$ cat config.mk
export PLATFORM = sky130hd
export DESIGN_NAME = bmhq_cell
export DESIGN_NICKNAME = d
export VERILOG_FILES = /design/src/rtl/core/bmhq_pkg.sv /design/src/rtl/core/bmhq_cell.sv
export SDC_FILE = /design/constraint.sdc
export NUM_CORES = 1
export LEC_CHECK = 0
export ABC_AREA = 1
export BUFFER_PORTS_ARGS = -buffer_cell sky130_fd_sc_hd__buf_4
export CORE_MARGIN = 1
export CORE_UTILIZATION = 52
export DETAILED_ROUTE_END_ITERATION = 10
export HOLD_SLACK_MARGIN = 0.1
export PLACE_DENSITY = 0.88
export SLEW_MARGIN = 20
export SYNTH_ARGS = -nofsm -noshare
export SYNTH_HDL_FRONTEND = slang
export SYNTH_SLANG_ARGS = --single-unit
$ cat constraint.sdc
create_clock -name clk_i -period 4.7 [get_ports clk_i]
set_input_delay 0.47 -clock clk_i [delete_from_list [all_inputs] [get_ports clk_i]]
set_output_delay 0.47 -clock clk_i [all_outputs]
set_load 0.02 [all_outputs]
$ cat src/rtl/core/bmhq_pkg.sv
// ---------------------------------------------------------------------------
// bmhq_pkg: shared types and constants of the binary min-heap queue
// Sizes, key and slot types, operation codes and the structs passed
// between the heap level cells and the top level.
// ---------------------------------------------------------------------------
`timescale 1ns / 1ps

package bmhq_pkg;

  localparam int CAPACITY  = 1024;
  localparam int KEY_WIDTH = 32;
  // slots are numbered 1..CAPACITY; one level per bit of the slot number
  localparam int SLOT_W    = $clog2(CAPACITY + 1);
  localparam int LEVELS    = SLOT_W;
  localparam int LVL_W     = $clog2(LEVELS);

  typedef logic signed [KEY_WIDTH-1:0] key_t;
  typedef logic [SLOT_W-1:0]           slot_t;
  typedef logic [LVL_W-1:0]            lvl_t;

  typedef enum logic {
    OP_INSERT = 1'b0,
    OP_POP    = 1'b1
  } op_e;

  typedef enum logic [1:0] {
    ST_INSERTED  = 2'd0,
    ST_POPPED    = 2'd1,
    ST_POP_EMPTY = 2'd2,
    ST_INS_FULL  = 2'd3
  } status_e;

  // work item walking down the chain of level cells
  typedef struct packed {
    logic  valid;
    op_e   op;
    key_t  carry;  // key being placed at or below slot
    key_t  node;   // current content of slot (insert only)
    slot_t slot;   // slot on this level
    slot_t count;  // entries held after the operation
    slot_t path;   // insert: remaining path bits, next branch at the top
  } token_t;

  typedef struct packed {
    logic  en;
    slot_t slot;
    key_t  key;
  } wr_req_t;

endpackage

$ cat src/rtl/core/bmhq_cell.sv
// ---------------------------------------------------------------------------
// bmhq_cell: one heap level
// Takes a token, fetches the two children from the level below, rewrites
// its own slot and hands the token on, or finishes the operation.
// ---------------------------------------------------------------------------
`timescale 1ns / 1ps

module bmhq_cell (
  input  logic               clk_i,
  input  logic               rst_ni,
  input  bmhq_pkg::token_t   tok_i,
  input  bmhq_pkg::key_t     kid_even_i,
  input  bmhq_pkg::key_t     kid_odd_i,
  output bmhq_pkg::slot_t    rd_slot_o,
  output bmhq_pkg::wr_req_t  wr_o,
  output bmhq_pkg::token_t   tok_o,
  output logic               done_o
);

  bmhq_pkg::token_t tok_q;
  bmhq_pkg::token_t nxt;
  bmhq_pkg::token_t tok_out_q;
  bmhq_pkg::key_t   wr_key;
  bmhq_pkg::key_t   best;
  logic [bmhq_pkg::SLOT_W:0] left;
  logic [bmhq_pkg::SLOT_W:0] cnt;
  logic has_l, has_r, swap, dir, move, fin;
  logic done_q;

  // children row address goes out as the token arrives
  assign rd_slot_o = tok_i.slot;

  always_comb begin
    left   = {tok_q.slot, 1'b0};
    cnt    = {1'b0, tok_q.count};
    has_l  = (left <= cnt);
    has_r  = (left < cnt);
    nxt    = tok_q;
    wr_key = tok_q.carry;
    best   = tok_q.carry;
    swap   = 1'b0;
    dir    = 1'b0;
    move   = 1'b0;
    fin    = 1'b0;
    case (tok_q.op)
      bmhq_pkg::OP_INSERT: begin
        if (tok_q.slot == tok_q.count) begin
          fin = 1'b1;
        end else begin
          // keep the smaller key here, push the larger one down the path
          swap      = $signed(tok_q.carry) < $signed(tok_q.node);
          wr_key    = swap ? tok_q.carry : tok_q.node;
          nxt.carry = swap ? tok_q.node : tok_q.carry;
          dir       = tok_q.path[bmhq_pkg::SLOT_W-1];
          nxt.node  = dir ? kid_odd_i : kid_even_i;
          nxt.path  = tok_q.path << 1;
          move      = 1'b1;
        end
      end
      bmhq_pkg::OP_POP: begin
        if (has_l && ($signed(kid_even_i) < $signed(best))) begin
          best = kid_even_i;
          move = 1'b1;
          dir  = 1'b0;
        end
        if (has_r && ($signed(kid_odd_i) < $signed(best))) begin
          best = kid_odd_i;
          move = 1'b1;
          dir  = 1'b1;
        end
        if (move) begin
          wr_key = best;
        end else begin
          fin = 1'b1;
        end
      end
      default: begin
        fin = 1'b1;
      end
    endcase
    nxt.slot  = {tok_q.slot[bmhq_pkg::SLOT_W-2:0], dir};
    nxt.valid = tok_q.valid & move;
  end

  assign wr_o.en   = tok_q.valid;
  assign wr_o.slot = tok_q.slot;
  assign wr_o.key  = wr_key;

  always_ff @(posedge clk_i or negedge rst_ni) begin
    if (!rst_ni) begin
      tok_q     <= '0;
      tok_out_q <= '0;
      done_q    <= 1'b0;
    end else begin
      tok_q     <= tok_i;
      tok_out_q <= nxt;
      done_q    <= tok_q.valid & fin;
    end
  end

  assign tok_o  = tok_out_q;
  assign done_o = done_q;

endmodule

After elaboration in Yosys (flattened, before gate mapping):

Index checks and enable logic that the tools add are counted.

* register bits: 199

* bitwise gates (word level): 3
* $lt $le $gt $ge: 5
* multiplexer cells: 24
* reduce and logical (&&, ||, !) cells: 2
* eq/ne operators: 1

Operators with widths (count)
* $mux W32: 8
* $mux W64: 2
* $lt A32 B32 Y1: 3
* $pmux W32 S2: 1
* $mux W11: 2
* $le A12 B11 Y1: 1
* $lt A12 B11 Y1: 1
* $eq A11 B11 Y1: 1
* $mux W1: 8
* $pmux W1 S2: 3
* $and A1 B1 Y1: 2
* $logic_and A1 B1 Y1: 2
* $not A1 Y1: 1

Logic depth before layout (Yosys ltp):

* depth in word-level cells: 11
* depth in mapped cells: 32
* gate-level depth less buffers: 32

Least setup slack after synthesis:

Ideal clock, no wire load.

* path type: in2out
* from: input port kid_even_i[19]
* to: output port wr_o[10] (netlist bit)
* required time: 4.230 ns
* cell stages on the path: 21
* data arrival time: 3.691 ns
* setup slack: 0.539 ns
* buffers on the path: 2
* path through: ha_1 > a21oi_1 > o21ai_0 > nand2_1 > nand3_1 > a21oi_1 > nand3_1 > nand3_4 > clkbuf_1 > a21oi_1 > ha_1 > nand4_1 > or3_1 > nor4_1 > nand2_2 > nand2_1 > nand2_1 > nand3_2 > buf_6 > nand3_1 > nand3_1

RTL lines
* start, declared: line bmhq_cell.sv:12 `input bmhq_pkg::key_t kid_even_i,`
* end, declared: line bmhq_cell.sv:15 `output bmhq_pkg::wr_req_t wr_o,`

==> impl_metrics.csv <==
group,metric,value,unit
outcome,outcome,"complete, but fails checks",
outcome,failed_checks,"setup timing",
floorplan,die_w,143.9,um
detailed_routing,vias_per_cell,6.132,
placement,port_buffers,319,
worst_hold_path,hold_path_class,"input pin to flop",
yosys,async_flop_share,100.0,%
placement,dp.final_hpwl,23760,um
sta,rsz0062_at_grt,"true",
clock_network,cts_num_sinks,199,
power,leakagePower,8.131,nW
clock_network,cts_root_buf,"clkbuf_16",
worst_setup_path,path_delay_family,"compound AO/OA/AOI/OAI gates",
yosys,syn-num-nets,1447,
sta,fin_hold_ws,0.1095,ns
yosys,synth_top_area_cell,"dfrtp_1",
yosys,synth_common_cells,"dfrtp_1 (199), nand2_1 (166), inv_1 (165)",
detailed_routing,drt_iter0_markers,1215,
yosys,synth_area,10470,sq um
sta,final-setup-viol-count,32,
worst_setup_path,cp.required,4.23,ns
yosys,yosysMostFrequentCell,"dfrtp_1",
worst_hold_path,min_from,"tok_i[4]",
yosys,ys_ff_latch,199,
worst_setup_path,critPathLaunchType,"flop",
detailed_routing,firstDrtPassIters,6,
worst_setup_path,timing.rr.end,"tok_o[98]",
sta,fmax,190.0,MHz
yosys,yosys_warnings,0,
floorplan,pin_count,320,
cells_and_area,area_growth_syn_to_layout,53.13,%
grt,grt_antenna_before_repair,0,
placement,place_area,13210,sq um
worst_setup_path,cp_slowest_cell,"dfrtp_1",
detailed_routing,drc_errors,0,
floorplan,rows,51,
sta,min_period,5.262,ns
sta,slew_viol_final,0,
clock_network,clkTransAtPathRegs,0.09,ns
power,power.density,328.8,nW/um^2
grt,grt_overflow,0,
sta,tightest_slew,1.371,ns
power,finalPower,0.005273,W
clock_network,clock_latency,0.46,ns
power,ir_drop,0.2450,mV
grt,grt_pass1_wl,56080,um
detailed_routing,detail-route-antenna-nets,0,
yosys,synth_top_cell_area_share,47.55,%
grt,grt_max_degree,119,
cells_and_area,antenna-diode-count,0,
floorplan,die_area,20710,sq um
worst_hold_path,worstHoldPathCells,1,
cells_and_area,fin_area,16040,sq um
yosys,syn_area_per_cell,8.883,sq um
floorplan,start_util,53.46,%
placement,dp_slack,-0.2325,ns
grt,grt_pass1_vias,10930,
yosys,synth.top_cells.by_area,"dfrtp_1 (48%), ha_1 (12%), nand2_1 (5.9%)",
worst_setup_path,cp_max_fo,8,
worst_setup_path,r2r_cells,25,
yosys,synth_cell_types,37,
yosys,synth_edf_count,0,
clock_network,cts_tree,"built",
worst_setup_path,crit_arrival,4.79,ns
sta,post-route-period-util,112.0,%
detailed_routing,wire_per_inst,22.66,um
floorplan,core,19590,sq um
clock_network,numCtsBuffers,17,
worst_setup_path,crit_top_cell,"a21oi_2",
worst_setup_path,reg2reg_slack,0.39,ns
yosys,synth_cells,1179,
yosys,ys.flop_type,"dfrtp_1",
clock_network,htreeDepth,4,
sta,fin_ws,-0.5618,ns
grt,grt_usage,36.09,%
sta,hold_viol_final,0,
sta,maxSlewHeadroom,8.626,%
sta,fin_skew,0.01897,ns
cells_and_area,nNetsFinal,1845,
floorplan,die-height,143.9,um
cells_and_area,drive_gt1_share,44.21,%
placement,place.gp.congestion,0.9616,
worst_setup_path,critPathCaptureType,"output pin",
worst_setup_path,timing.rr.start,"tok_q[90]",
job,maxCapViolations,0,
detailed_routing,dr_total_vias,11380,
worst_setup_path,cp_num_buf_inv,6,
clock_network,clockBufferDepth,2,
worst_setup_path,path_class,"flop to output pin",
yosys,ys_seq_area_share,47.55,%
detailed_routing,wl,42030,um
worst_hold_path,hold_end,"tok_q[4]",
worst_setup_path,critPathMaxStageDelay,0.40,ns
[layout by cell type, fill, tap and decap left out, types with 3 or more instances in the layout]
cell type,instances
o21ai_0,106
clkinv_8,6
buf_6,34
buf_12,10
ha_4,23
inv_1,145
dfrtp_1,194
nand2_1,144
nand3_4,13
buf_4,404
a21oi_2,35
nand3b_1,4
nand3_2,49
o211ai_1,34
nand2_2,17
a21oi_4,8
inv_12,5
nor2_1,27
clkbuf_16,19
inv_2,19
ha_1,79
nor2_4,15
xor2_1,9
o21ai_1,3
nand2_4,7
nor4_1,3
dfrtp_2,4
nor3_2,4
a211oi_2,3
nor2_2,8
a21oi_1,65
nand4_1,42
nand3_1,18
[metrics by stage]
step           instances  utilization (%)  TNS (ns)
2_1_floorplan       1179                -         0
3_3_place_gp        1731            67.44    -4.536
3_5_place_dp        1731            67.44    -5.554
4_1_cts             1829            76.73    -9.803
5_1_grt             1855            81.86    -24.94
6_report            1855            81.86    -16.37
[worst max path at each step]
stage	startpoint	endpoint	slack [ns]	cells after the start
final	tok_q[90]	wr_o[22]	-0.56	27
after global routing	tok_q[71]	wr_o[22]	-0.86	29
after CTS	tok_q[94]	wr_o[17]	-0.38	29
after detailed placement	kid_even_i[19]	wr_o[10]	-0.23	25
after global placement	kid_even_i[5]	wr_o[10]	-0.21	27
after floorplan	kid_even_i[19]	wr_o[10]	0.54	21
[registers in the layout, indices dropped and copies added (netlist names)]
register  count
nxt           1
wr_o         12
cnt          11
tok_q        75
done_o        1
tok_o        99
[kinds of logic after synthesis]
kind of cell / synth area share, %
buffers and inverters: 9.857
adders and majority gates: 12.31
and+or+nand+nor: 15.54
DFF: 47.55
AOI/OAI and AO/OA: 13.82
xor gates and xnor gates: 0.9200
[timing repair]
action,in CTS,in global routing
buffers inserted,62,28
hold buffers,0,0
endpoints found under the setup margin,32,32
pin swaps,41,86
cloned,4,2
resized for setup,134,169
[layer usage]
layer	GRT usage (%)	up-vias	routed length [um]
li1	-	4736	-
met1	40.23	5287	13810
met3	9.064	314	4703
met5	0	-	0
met4	21.50	0	3100
met2	62.14	1038	20420
[where the power goes]
group	leakage, nW	total (W)	switching [W]	internal, W
combinational	5.49	0.00177	0.00101	0.000764
clock	0.306	0.00159	0.000834	0.000753
sequential	2.34	0.00191	0.0000813	0.00183
[final cells by class]
class	count	area, sq um
fill	1009	3553
clock buffer	17	425.4
timing repair buffer	455	3770
sequential	199	4989
clock inverter	15	224.0
inverter	167	630.6
tap	265	331.6
multi-input combinational	737	5667
(Power assumes the default switching activity.)
