[src/rtl/core/bmhq_pkg.sv]
// ---------------------------------------------------------------------------
// bmhq_pkg: shared types and constants of the binary min-heap queue
// Sizes, key and slot types, operation codes and the structs passed
// between the heap level cells and the top level.
// ---------------------------------------------------------------------------
`timescale 1ns / 1ps

package bmhq_pkg;

  localparam int CAPACITY  = 1024;
  localparam int KEY_WIDTH = 32;
  // slots are numbered 1..CAPACITY; one level per bit of the slot number
  localparam int SLOT_W    = $clog2(CAPACITY + 1);
  localparam int LEVELS    = SLOT_W;
  localparam int LVL_W     = $clog2(LEVELS);

  typedef logic signed [KEY_WIDTH-1:0] key_t;
  typedef logic [SLOT_W-1:0]           slot_t;
  typedef logic [LVL_W-1:0]            lvl_t;

  typedef enum logic {
    OP_INSERT = 1'b0,
    OP_POP    = 1'b1
  } op_e;

  typedef enum logic [1:0] {
    ST_INSERTED  = 2'd0,
    ST_POPPED    = 2'd1,
    ST_POP_EMPTY = 2'd2,
    ST_INS_FULL  = 2'd3
  } status_e;

  // work item walking down the chain of level cells
  typedef struct packed {
    logic  valid;
    op_e   op;
    key_t  carry;  // key being placed at or below slot
    key_t  node;   // current content of slot (insert only)
    slot_t slot;   // slot on this level
    slot_t count;  // entries held after the operation
    slot_t path;   // insert: remaining path bits, next branch at the top
  } token_t;

  typedef struct packed {
    logic  en;
    slot_t slot;
    key_t  key;
  } wr_req_t;

endpackage

[src/rtl/core/bmhq_ram.sv]
// ---------------------------------------------------------------------------
// bmhq_ram: simple dual-port key memory
// One write port, one read port with registered read data.
// ---------------------------------------------------------------------------
`timescale 1ns / 1ps

module bmhq_ram #(
  parameter int  DEPTH = 2,
  localparam int AddrW = (DEPTH > 1) ? $clog2(DEPTH) : 1
) (
  input  logic                clk_i,
  input  logic                wr_en_i,
  input  logic [AddrW-1:0]    wr_addr_i,
  input  bmhq_pkg::key_t      wr_data_i,
  input  logic [AddrW-1:0]    rd_addr_i,
  output bmhq_pkg::key_t      rd_data_o
);

  bmhq_pkg::key_t mem [DEPTH];
  bmhq_pkg::key_t rd_data_q;

  always_ff @(posedge clk_i) begin
    if (wr_en_i) begin
      mem[wr_addr_i] <= wr_data_i;
    end
    rd_data_q <= mem[rd_addr_i];
  end

  assign rd_data_o = rd_data_q;

endmodule

[config.mk]
export PLATFORM = sky130hd
export DESIGN_NAME = bmhq_ram
export DESIGN_NICKNAME = d
export VERILOG_FILES = /design/src/rtl/core/bmhq_pkg.sv /design/src/rtl/core/bmhq_ram.sv
export SDC_FILE = /design/constraint.sdc
export NUM_CORES = 1
export LEC_CHECK = 0
export ABC_AREA = 1
export ABC_CLOCK_PERIOD_IN_PS = 2100
export BUFFER_PORTS_ARGS = -buffer_cell sky130_fd_sc_hd__buf_2
export CORE_MARGIN = 2
export CORE_UTILIZATION = 52
export CTS_CLUSTER_SIZE = 20
export DETAILED_ROUTE_END_ITERATION = 6
export PLACE_DENSITY = 0.77
export SLEW_MARGIN = 20
export SYNTH_ARGS = -nofsm -noshare
export SYNTH_HDL_FRONTEND = slang
export SYNTH_SLANG_ARGS = --single-unit
[constraint.sdc]
create_clock -name clk_i -period 2.1 [get_ports clk_i]
set_input_delay 0 -clock clk_i [delete_from_list [all_inputs] [get_ports clk_i]]
set_output_delay 0 -clock clk_i [all_outputs]
set_load 0.02 [all_outputs]
# Word-level counts from Yosys, hierarchy flattened

Memories as Yosys holds them, arrays and structs flattened. A register that Yosys moved wholly into a read port is not among the register bits.
Cells that the tools add are included.

Mux-type cells: 2

Operator list:

| operator         | number |
|---|---|
| 1-bit 2-to-1 mux | 2 |

Bits in registers: 0
RAM bits: 64
Input port bits: 36
Output and inout port bits: 32
Word-level logic and storage cells: 3
Memories: 1

Memories:

| name | depth | width | rd ports | clocked after memory_dff | write ports | line           | text |
|---|---|---|---|---|---|---|---|
| mem  | 2     | 32    | 1        | 1                        | 1           | bmhq_ram.sv:19 | `bmhq_pkg::key_t mem [DEPTH];` |

# Logic depth before layout (Yosys ltp)

Gate-level depths: netlist of run 1.

Depth in word-level cells: 2
Gate-level depth with buffers: 5
Depth with buffers taken out: 3

# Least setup slack after synthesis of run 1

Ideal clock, no wire load.

Path kind: input to register
Start point: input wr_en_i
End point: memory mem[0][0] in the netlist's numbering (enable)
Setup time: 422 ps
Arrival time: 1389 ps
Data required time: 1678 ps
Slack: 289 ps
Cell stages on the path: 2
Path buffers: 0
Cells stage by stage: inv_1 nor2_1

Cells in the longest elaborated chain, start to end: 2

Ends and longest elaborated chain:

| item                                   | line           | text |
|---|---|---|
| start, declared                        | bmhq_ram.sv:12 | `input logic wr_en_i,` |
| 1-bit 2-to-1 mux                       | bmhq_ram.sv:23 | `if (wr_en_i) begin` |
| 1-bit 2-to-1 mux (implied by the code) | bmhq_ram.sv:24 | `mem[wr_addr_i] <= wr_data_i;` |
| end, declared                          | bmhq_ram.sv:19 |  |

No other way between the ends.

# Worst setup path in the final report of run 1

Start point: register rd_data_q[27], in the netlist rd_data_o[27] (read register of mem)
End point: output rd_data_o[27]

RTL lines:

| item            | line           | text |
|---|---|---|
| start, declared | bmhq_ram.sv:20 | `bmhq_pkg::key_t rd_data_q;` |
| end, declared   | bmhq_ram.sv:16 | `output bmhq_pkg::key_t rd_data_o` |

No word-level cell between the ends.

==> reports/qor.yml, run 1 <==
post_drt_wl_per_cell_um: 12.7
cts_resized: 0
drv_slew: 0
cts.clk_slew.worst_paths_ns: 0.09
grt_util_all_layers_pct: 16.5
syn_area_per_cell_um2: 15.0
ys_ff_latch: 96
die_h_um: 80.8
worstPathArrival_ns: 0.85
fin_crit_ns: 0.850
worst_slew_pin_slew_ns: 0.626
yosysTopAreaCell: "edfxtp_1"
grt_max_degree: 33
drc: 0
gp_congestion: 0.622
area_growth_syn_to_layout_pct: 29.0
critPathBufInv: 1
final_hold_viol_count: 0
synth_area_leaders: "edfxtp_1, dfxtp_1, nand2_1"
cp.depth: 1
die_area_um2: 6530
antenna_found_initial: 0
synth_area_um2: 3070
core-area_um2: 5610
maxSlewHeadroom_pct: 58.2
cts_tree: "yes"
htreeDepth: 3
min_path_type: "in2reg"
nets: 346
required_ns: 2.10
ys_types: 10
diodes: 0
powerDensity_nw_per_um2: 932
path_class: "reg2out"
overflow: 0
dp_hpwl_mm: 2.89
clk_latency_ns: 0.35
ys_warn_count: 0
synthCells: 204
rows: 27
crit_start: "rd_data_o[27]$_DFF_P_"
status: "completed"
cpLargestDelayFamily: "flip-flops"
reg2reg_from: "mem[0][21]$_DFFE_PP_"
ff2ff_setup_slack_ns: 1.48
maxCapViolCount: 0
clock_path_buffers: 2
cts_setup_buffers: 0
p_leak_uw: 0.00170
setup.worst_path.start_class: "flip-flop"
power_uw: 3690
holdCritStartpoint: "rd_addr_i"
syn_nets: 240
end_kind: "output pin"
routed_wl_mm: 4.90
hold_buffers: 32
grt_pass1_vias: 1686
ios: 68
synth_top_area_share_pct: 62.6
vias: 1724
crit_slowest_cell: "dfxtp_1"
firstDrtPassIters: 5
max_stage_delay_ns: 0.34
rsz0062_at_grt: "no"
cts_root_buf: "clkbuf_8"
fin_skew_ns: 0.00825
tns_ns: 0
rr_endpoint: "rd_data_o[21]$_DFF_P_"
grt_first_pass_wirelength_mm: 7.69
fmax_mhz: 1180
crit_path_end: "rd_data_o[27]"
synth_seq_area_share_pct: 83.5
nFillCells: 408
drive_gt1_share_pct: 30.5
viasPerCell: 4.45
ir_drop_uv: 499
r2r_cells: 2
clock_sinks: 96
first_iter_violations: 108
portBuffers: 67
start_util_pct: 54.7
setup_viol: 0
period_share_pct: 40.5
crit_fanout: 1
antenna_left: 0
crit_path_cell_trace: "buf_2"
numCtsBuffers: 9
die_width_um: 80.8
## area by class of cell
class	count	area (um^2)	area share (%)
multi-input combinational	98	400	10.1
clock buffer	11	141	3.57
clock inverter	5	56.3	1.42
tap	72	90.1	2.27
timing repair buffer	102	691	17.4
sequential	96	2560	64.7
inverter	3	18.8	0.474
## synthesized netlist by cell type
cell      instances
inv_8             1
clkbuf_8          3
buf_12            1
nand2_1          87
inv_1             2
buf_6             3
edfxtp_1         64
nor2_1            1
dfxtp_1          32
nand2_2          10
## through the flow
stage               utilization [%]  std cells  setup WS [ns]  cell area, um^2  hold slack (ns)
floorplan                         -        204          0.289             3070           0.0989
global placement               61.4        339          0.929             3440            0.189
detailed placement             61.4        339          0.914             3440            0.193
CTS                            70.6        387           1.24             3960           0.0890
global route                   70.6        387           1.20             3960            0.121
finish                         70.6        387           1.25             3960           0.0957
## logic make-up (layout without fill, tap and decap cells)
family,Yosys count,count (layout),synth area share (%)
simple gates,98,98,12.8
flops,96,96,83.5
buf+inv,10,121,3.71
## where the power goes
group	switching, uW	total (uW)	internal (uW)
clock	592	1170	582
combinational	191	323	132
sequential	34.8	2200	2160
## worst reg2reg max path: cells and delay by family (launching register included)
family / cells / cell delay [ns]
flops: 1 / 0.38
simple gates: 2 / 0.14
## layer usage
metal / vias up / global-route usage (%) / part of all wire [%]
li1: 886 / - / -
met1: 770 / 19.7 / 43
met2: 59 / 27.3 / 49
met3: 9 / 4.33 / 5.9
met4: 0 / 9.15 / 2.0
met5: - / 0 / 0
## worst min path at each step
stage | slack [ns] | end | depth (start not counted)
final | 0.1 | rd_data_o[6]$_DFF_P_ | 3
after floorplan | 0.1 | mem[0][0]$_DFFE_PP_ | 0
after global routing | 0.12 | rd_data_o[7]$_DFF_P_ | 3
after global placement | 0.19 | mem[0][26]$_DFFE_PP_ | 1
after detailed placement | 0.19 | mem[1][28]$_DFFE_PP_ | 1
after CTS | 0.09 | rd_data_o[6]$_DFF_P_ | 3
## sequential cells by signal (all words and copies together), names as in the netlist
| name | count |
|---|---|
| mem | 64 |
| rd_data_o | 32 |
## placed cells by master, fill, tap and decap left out, drive strengths merged
cell type and instances:
buf 70, bufinv 1, clkbuf 11, clkinv 4
dfxtp 32, dlygate4sd3 32, edfxtp 64, inv 3
nand2 97, nor2 1
No activity file was read; power rests on OpenSTA's default activity.
==> run 2: changes to the inputs <==
--- a/config.mk
+++ b/config.mk
@@ -6,7 +6,7 @@
 export NUM_CORES = 1
 export LEC_CHECK = 0
 export ABC_AREA = 1
-export ABC_CLOCK_PERIOD_IN_PS = 2100
+export ABC_CLOCK_PERIOD_IN_PS = 800
 export BUFFER_PORTS_ARGS = -buffer_cell sky130_fd_sc_hd__buf_2
 export CORE_MARGIN = 2
 export CORE_UTILIZATION = 52
==> constraint.sdc (replaced) <==
create_clock -name clk_i -period 0.8 [get_ports clk_i]
set_input_delay 0 -clock clk_i [delete_from_list [all_inputs] [get_ports clk_i]]
set_output_delay 0 -clock clk_i [all_outputs]
set_load 0.02 [all_outputs]
==> reports/qor.yml, run 2 (synthesized netlist as in run 1, its figures left out) <==
clock_power_share_pct: 32.8  # was 31.8%
clock_path_buffers: 2  # unchanged
start_util_pct: 54.7  # unchanged
regMostFlops: "mem"  # unchanged
antenna_left: 0  # unchanged
crit_path_cell_trace: "buf_6"  # was buf_2
status: "finished with violations"  # was completed
first_iter_violations: 138  # was 108
p_int_uw: 8020  # was 2880 uW
powerDensity_nw_per_um2: 2380  # was 932 nW/um^2
antenna_found_initial: 0  # unchanged
fmax_mhz: 1240
utilization_pct: 77.4  # was 70.6%
drc: 0  # unchanged
gp_congestion: 0.595  # was 0.622
worst_slew_pin_slew_ns: 0.279  # was 0.626 ns
crit_slowest_cell: "dfxtp_2"  # was dfxtp_1
drive_gt1_share_pct: 42.6  # was 30.5%
end_kind: "output pin"  # unchanged
ir_drop_uv: 1640  # was 499 uV
swShare_pct: 22.2  # was 22.1%
cpLargestDelayFamily: "flip-flops"  # unchanged
diodes: 0  # unchanged
fin_skew_ns: 0.00874  # was 0.00825 ns
dp_hpwl_mm: 3.14  # was 2.89 mm
area_growth_syn_to_layout_pct: 41.3  # was 29.0%
worstPathArrival_ns: 0.81  # was 0.85 ns
clk_latency_ns: 0.35  # about the same
final_hold_viol_count: 0  # unchanged
nets: 350  # was 346
numCtsBuffers: 9  # unchanged
period_share_pct: 101
rows: 27  # unchanged
violations: "negative setup slack"
combPwrFrac_pct: 10.6  # was 8.7%
grt_pass1_vias: 1841  # was 1,686
dp.cells: 342  # was 339
core-area_um2: 5610  # unchanged
rsz0062_at_grt: "yes"  # was no
die_h_um: 80.8  # unchanged
maxSlewHeadroom_pct: 81.4  # was 58.2%
final_common_cell: "nand2_1"  # unchanged
post_drt_wl_per_cell_um: 14.2  # was 12.7 um
vias: 1804  # was 1,724
final_cell_mix: "nand2_1, edfxtp_1, buf_2, dlygate4sd3_1"  # was nand2_1, buf_2, edfxtp_1, dlygate4sd3_1, dfxtp_1
placed_area_um2: 3550  # was 3440 um^2
seqPwrFrac_pct: 56.6  # was 59.5%
min_path_type: "in2reg"  # unchanged
p_sw_uw: 2300  # was 817 uW
grt_first_pass_wirelength_mm: 8.89  # was 7.69 mm
viasPerCell: 4.61  # was 4.45
critPathBufInv: 1  # unchanged
grt_util_all_layers_pct: 19.0  # was 16.5%
grt_max_degree: 33  # unchanged
cts_root_buf: "clkbuf_8"  # unchanged
finalWorstSetupSlack_ns: -0.00929  # was 1.25 ns
max_stage_delay_ns: 0.33  # was 0.34 ns
overflow: 0  # unchanged
final_cells: 391  # was 387
timing.hold.ws_ns: 0.00791  # was 0.0957 ns
clock_sinks: 96  # unchanged
met3_length_um: 290  # unchanged
wl_met2_mm: 3.00  # was 2.41 mm
cts.clk_slew.worst_paths_ns: 0.10  # was 0.09 ns
portBuffers: 67  # unchanged
maxCapViolCount: 0  # unchanged
ios: 68  # unchanged
setup_viol: 5  # was 0
die_area_um2: 6530  # unchanged
required_ns: 0.80  # was 2.10 ns
routed_wl_mm: 5.57  # was 4.90 mm
path_class: "reg2out"  # unchanged
crit_fanout: 1  # unchanged
drv_slew: 0  # unchanged
firstDrtPassIters: 4  # was 5
fin_crit_ns: 0.809
setup.worst_path.start_class: "flip-flop"  # unchanged
largest_reg_flops: 64  # unchanged
cts_tree: "yes"  # unchanged
highest_layer: "met4"  # unchanged
wl_met1_mm: 2.22  # was 2.10 mm
p_leak_uw: 0.00180  # was 0.00170 uW
die_width_um: 80.8  # unchanged
htreeDepth: 3  # unchanged
final_area_um2: 4340  # was 3960 um^2
run 2: area by class of cell:
| type | instances | area, um^2 |
|---|---|---|
| Sequential cell | 96 | 2600 |
| Fill cell | 339 | 1270 |
| Timing Repair Buffer | 106 | 973 |
| Multi-Input combinational cell | 98 | 417 |
| Clock buffer | 9 | 124 |
| Clock inverter | 7 | 96.3 |
| Tap cell | 72 | 90.1 |
| Inverter | 3 | 35.0 |
run 2: power by group through the flow:
stage                     clock network (uW)  registers, uW  logic, uW
after floorplan                            0           6060        271
after global routing                    3700           5870       1180
after global placement                     0           5860        785
after CTS                               3410           5830       1100
after detailed placement                   0           5880        803
final                                   3380           5840       1100
run 2: path summary, 6_finish.rpt:
path	from	end	slack (ns)	cells after the start
max	rd_data_o[25]$_DFF_P_	rd_data_o[25]	-0.009	1
min	rd_addr_i	rd_data_o[26]$_DFF_P_	0.008	3
max reg2reg	mem[0][19]$_DFFE_PP_	rd_data_o[19]$_DFF_P_	0.15	2
min reg2reg	mem[0][28]$_DFFE_PP_	rd_data_o[28]$_DFF_P_	0.44	2
run 2: stage by stage:
step / worst slack [ns] / power, uW / setup TNS [ns]
floorplan: -0.106 / 6330 / -5.13
global placement: -0.102 / 6650 / -4.62
detailed placement: -0.117 / 6680 / -5.67
CTS: -0.0179 / 10300 / -0.206
global route: -0.0593 / 10800 / -0.988
finish: -0.00929 / 10300 / -0.0184
run 2: per-layer routing:
layer  global-route usage (%)  up-vias
met5                        0        -
met4                     7.12        0
met3                     6.44        5
met2                     33.1       58
met1                     21.8      846
li1                         -      895
run 2: repair_timing:
item                                   4_1_cts  5_1_grt
buffers inserted                             0        0
resized for setup                           96        0
endpoints found under the hold margin       65        0
hold buffers                                33        0
setup endpoints to repair                   32       32
==> run 3: changes to the inputs <==
--- a/config.mk
+++ b/config.mk
@@ -5,14 +5,13 @@
 export SDC_FILE = /design/constraint.sdc
 export NUM_CORES = 1
 export LEC_CHECK = 0
-export ABC_AREA = 1
 export ABC_CLOCK_PERIOD_IN_PS = 800
 export BUFFER_PORTS_ARGS = -buffer_cell sky130_fd_sc_hd__buf_2
 export CORE_MARGIN = 2
-export CORE_UTILIZATION = 52
+export CORE_UTILIZATION = 53
 export CTS_CLUSTER_SIZE = 20
 export DETAILED_ROUTE_END_ITERATION = 6
-export PLACE_DENSITY = 0.77
+export PLACE_DENSITY = 0.78
 export SLEW_MARGIN = 20
 export SYNTH_ARGS = -nofsm -noshare
 export SYNTH_HDL_FRONTEND = slang
==> reports/qor.yml, run 3 <==
status: "finished with violations"  # unchanged
violations: "negative setup slack"  # unchanged
ir_drop_uv: 1910  # was 1640 uV
core-area_um2: 5610  # unchanged
power_uw: 10000  # was 10,300 uW
setup_viol: 2  # was 5
syn_area_per_cell_um2: 23.3  # was 15.0 um^2
swShare_pct: 21.7  # was 22.2%
synth_commonest_cells: "edfxtp_1, dfxtp_1, mux2_4"  # was nand2_1, edfxtp_1, dfxtp_1
maxCapViolCount: 0  # unchanged
yosysMostFrequentCell: "edfxtp_1"  # was nand2_1
start_util_pct: 55.6  # was 54.7%
period_share_pct: 101  # about the same
muxShareOfSynthArea_pct: 15.2  # was 0%
ys_ff_latch: 96  # unchanged
synth_seq_area_share_pct: 82.2  # was 83.5%
final_cells: 325  # was 391
drive_gt1_share_pct: 62.1  # was 42.6%
synth_area_um2: 3120  # was 3070 um^2
finalWorstSetupSlack_ns: -0.00917  # was -0.00929 ns
yosys.area_share.xor_xnor_pct: 0  # unchanged
synth_compound_area_share_pct: 0  # unchanged
clk_latency_ns: 0.35  # about the same
timing.hold.ws_ns: 0.143  # was 0.00791 ns
grt_first_pass_wirelength_mm: 7.29  # was 8.89 mm
fin_crit_ns: 0.809  # about the same
viasPerCell: 4.62  # was 4.61
drc: 0  # unchanged
overflow: 0  # unchanged
p_sw_uw: 2170  # was 2300 uW
grt_pass1_vias: 1499  # was 1,841
numCtsBuffers: 9  # unchanged
crit_path_cell_trace: "buf_6"  # unchanged
antenna_left: 0  # unchanged
path_class: "reg2out"  # unchanged
cpLargestDelayFamily: "flip-flops"  # unchanged
htreeDepth: 3  # unchanged
cts_root_buf: "clkbuf_8"  # unchanged
crit_slowest_cell: "dfxtp_2"  # unchanged
crit_fanout: 1  # unchanged
ff2ff_setup_slack_ns: 0.01  # was 0.15 ns
max_stage_delay_ns: 0.35  # was 0.33 ns
grt.met3_usage_pct: 4.72  # was 6.44%
rows: 27  # unchanged
utilization_pct: 77.8  # was 77.4%
synth_ff_type: "edfxtp_1"  # unchanged
synth_edf_count: 64  # unchanged
required_ns: 0.80  # about the same
area_growth_syn_to_layout_pct: 39.8  # was 41.3%
regMostFlops: "mem"  # unchanged
die_width_um: 80.7  # was 80.8 um
final_common_cell: "edfxtp_1"  # was nand2_1
final_hold_viol_count: 0  # unchanged
portBuffers: 67  # unchanged
globalRoute.busiestLayer: "met2"  # unchanged
rsz0062_at_grt: "yes"  # unchanged
firstDrtPassIters: 4  # unchanged
synthAdderAreaFrac_pct: 0  # unchanged
dp.cells: 277  # was 342
ios: 68  # unchanged
ys_warn_count: 0  # unchanged
setup.worst_path.start_class: "flip-flop"  # unchanged
clock_power_share_pct: 30.1  # was 32.8%
grtUsageMet1_pct: 18.3  # was 21.8%
grt_util_all_layers_pct: 15.8  # was 19.0%
first_iter_violations: 81  # was 138
min_path_type: "in2reg"  # unchanged
synth_area_leaders: "edfxtp_1, dfxtp_1, mux2_4"  # was edfxtp_1, dfxtp_1, nand2_1
end_kind: "output pin"  # unchanged
die_area_um2: 6510  # was 6530 um^2
worstPathArrival_ns: 0.81  # about the same
antenna_found_initial: 0  # unchanged
syn_nets: 170  # was 240
drv_slew: 0  # unchanged
routed_wl_mm: 4.77  # was 5.57 mm
cts.clk_slew.worst_paths_ns: 0.09  # was 0.10 ns
critPathBufInv: 1  # unchanged
dp_hpwl_mm: 2.94  # was 3.14 mm
seqPwrFrac_pct: 58.2  # was 56.6%
largest_reg_flops: 64  # unchanged
fmax_mhz: 1240  # about the same
post_drt_wl_per_cell_um: 14.7  # was 14.2 um
synthCells: 134  # was 204
die_h_um: 80.7  # was 80.8 um
synth_top_family_by_area: "multiplexers"  # was simple AND/OR/NAND/NOR gates
clock_sinks: 96  # unchanged
diodes: 0  # unchanged
nets: 284  # was 350
worst_slew_pin_slew_ns: 0.140  # was 0.279 ns
synthSimpleGateAreaFrac_pct: 0.401  # was 12.8%
ys_types: 8  # was 10
clock_path_buffers: 2  # unchanged
grt_max_degree: 25  # was 33
p_int_uw: 7860  # was 8020 uW
synth_top_area_share_pct: 61.6  # was 62.6%
ys_async_sr_fraction_pct: 0  # unchanged
combPwrFrac_pct: 11.7  # was 10.6%
tns_ns: -0.0177  # was -0.0184 ns
final_cell_mix: "edfxtp_1, buf_2, dlygate4sd3_1, buf_6, dfxtp_2"  # was nand2_1, edfxtp_1, buf_2, dlygate4sd3_1
use_met2_pct: 27.7  # was 33.1%
fin_skew_ns: 0.00832  # was 0.00874 ns
cts_tree: "yes"  # unchanged
powerDensity_nw_per_um2: 2300  # was 2380 nW/um^2
gp_congestion: 0.674  # was 0.595
p_leak_uw: 0.00175  # was 0.00180 uW
vias: 1503  # was 1,804
yosysTopAreaCell: "edfxtp_1"  # unchanged
maxSlewHeadroom_pct: 90.7  # was 81.4%
run 3: cell types whose count changed after synthesis, moves of 2 or more:
cell and change:
buf_12 +2, mux2_4 +30, inv_1 -2, mux2_2 +2
nand2_2 -10, clkbuf_8 -3, buf_6 -2, nand2_1 -87
run 3: area by class of cell:
type	count	area [um^2]
multi-input combinational	34	495
fill	305	1250
timing repair buffer	107	978
clock inverter	7	71.3
sequential	96	2600
clock buffer	9	124
tap	72	90.1
run 3: path summary, 6_finish.rpt:
path                        start                     to  depth (start not counted)
max          rd_data_o[0]$_DFF_P_           rd_data_o[0]                          1
min                     wr_addr_i    mem[0][6]$_DFFE_PP_                          3
min reg2reg  mem[0][18]$_DFFE_PP_  rd_data_o[18]$_DFF_P_                          1
max reg2reg  mem[0][30]$_DFFE_PP_  rd_data_o[30]$_DFF_P_                          1
run 3: repair_timing:
item	4_1_cts	5_1_grt
setup buffers	0	0
endpoints found under the hold margin	64	0
setup endpoints to repair	32	32
hold buffers	32	0
resized for setup	94	2
run 3: per-layer routing:
| metal | share of wire (%) | wire length (um) |
|---|---|---|
| met5 | 0 | 0 |
| met1 | 42 | 1990 |
| met4 | 1.6 | 74 |
| met2 | 53 | 2510 |
| met3 | 4.0 | 190 |
run 3: cells by family (layout without fill, tap and decap cells):
kind of cell / count (synthesis) / in the layout
buffers and inverters: 4 / 123
DFF: 96 / 96
muxes: 32 / 32
and+or+nand+nor: 2 / 2
run 3: through the flow:
stage               worst slack, ns  cell area [um^2]
detailed placement          -0.0142              3610
finish                     -0.00917              4360
CTS                         -0.0195              4360
floorplan                    -0.126              3130
global placement             0.0143              3610
global route                -0.0430              4360
run 3: power by group through the flow:
stage / clock [uW] / sequential (uW) / combinational, uW
floorplan: 0 / 6060 / 353
global placement: 0 / 5870 / 868
detailed placement: 0 / 5890 / 885
CTS: 3120 / 5840 / 1180
global route: 3320 / 5880 / 1240
finish: 3020 / 5840 / 1170
run 3: tightest hold or removal path: stages:
cell	delay [ns]
buf_2	0.11
nor2b_4	0.05
buf_12	0.16
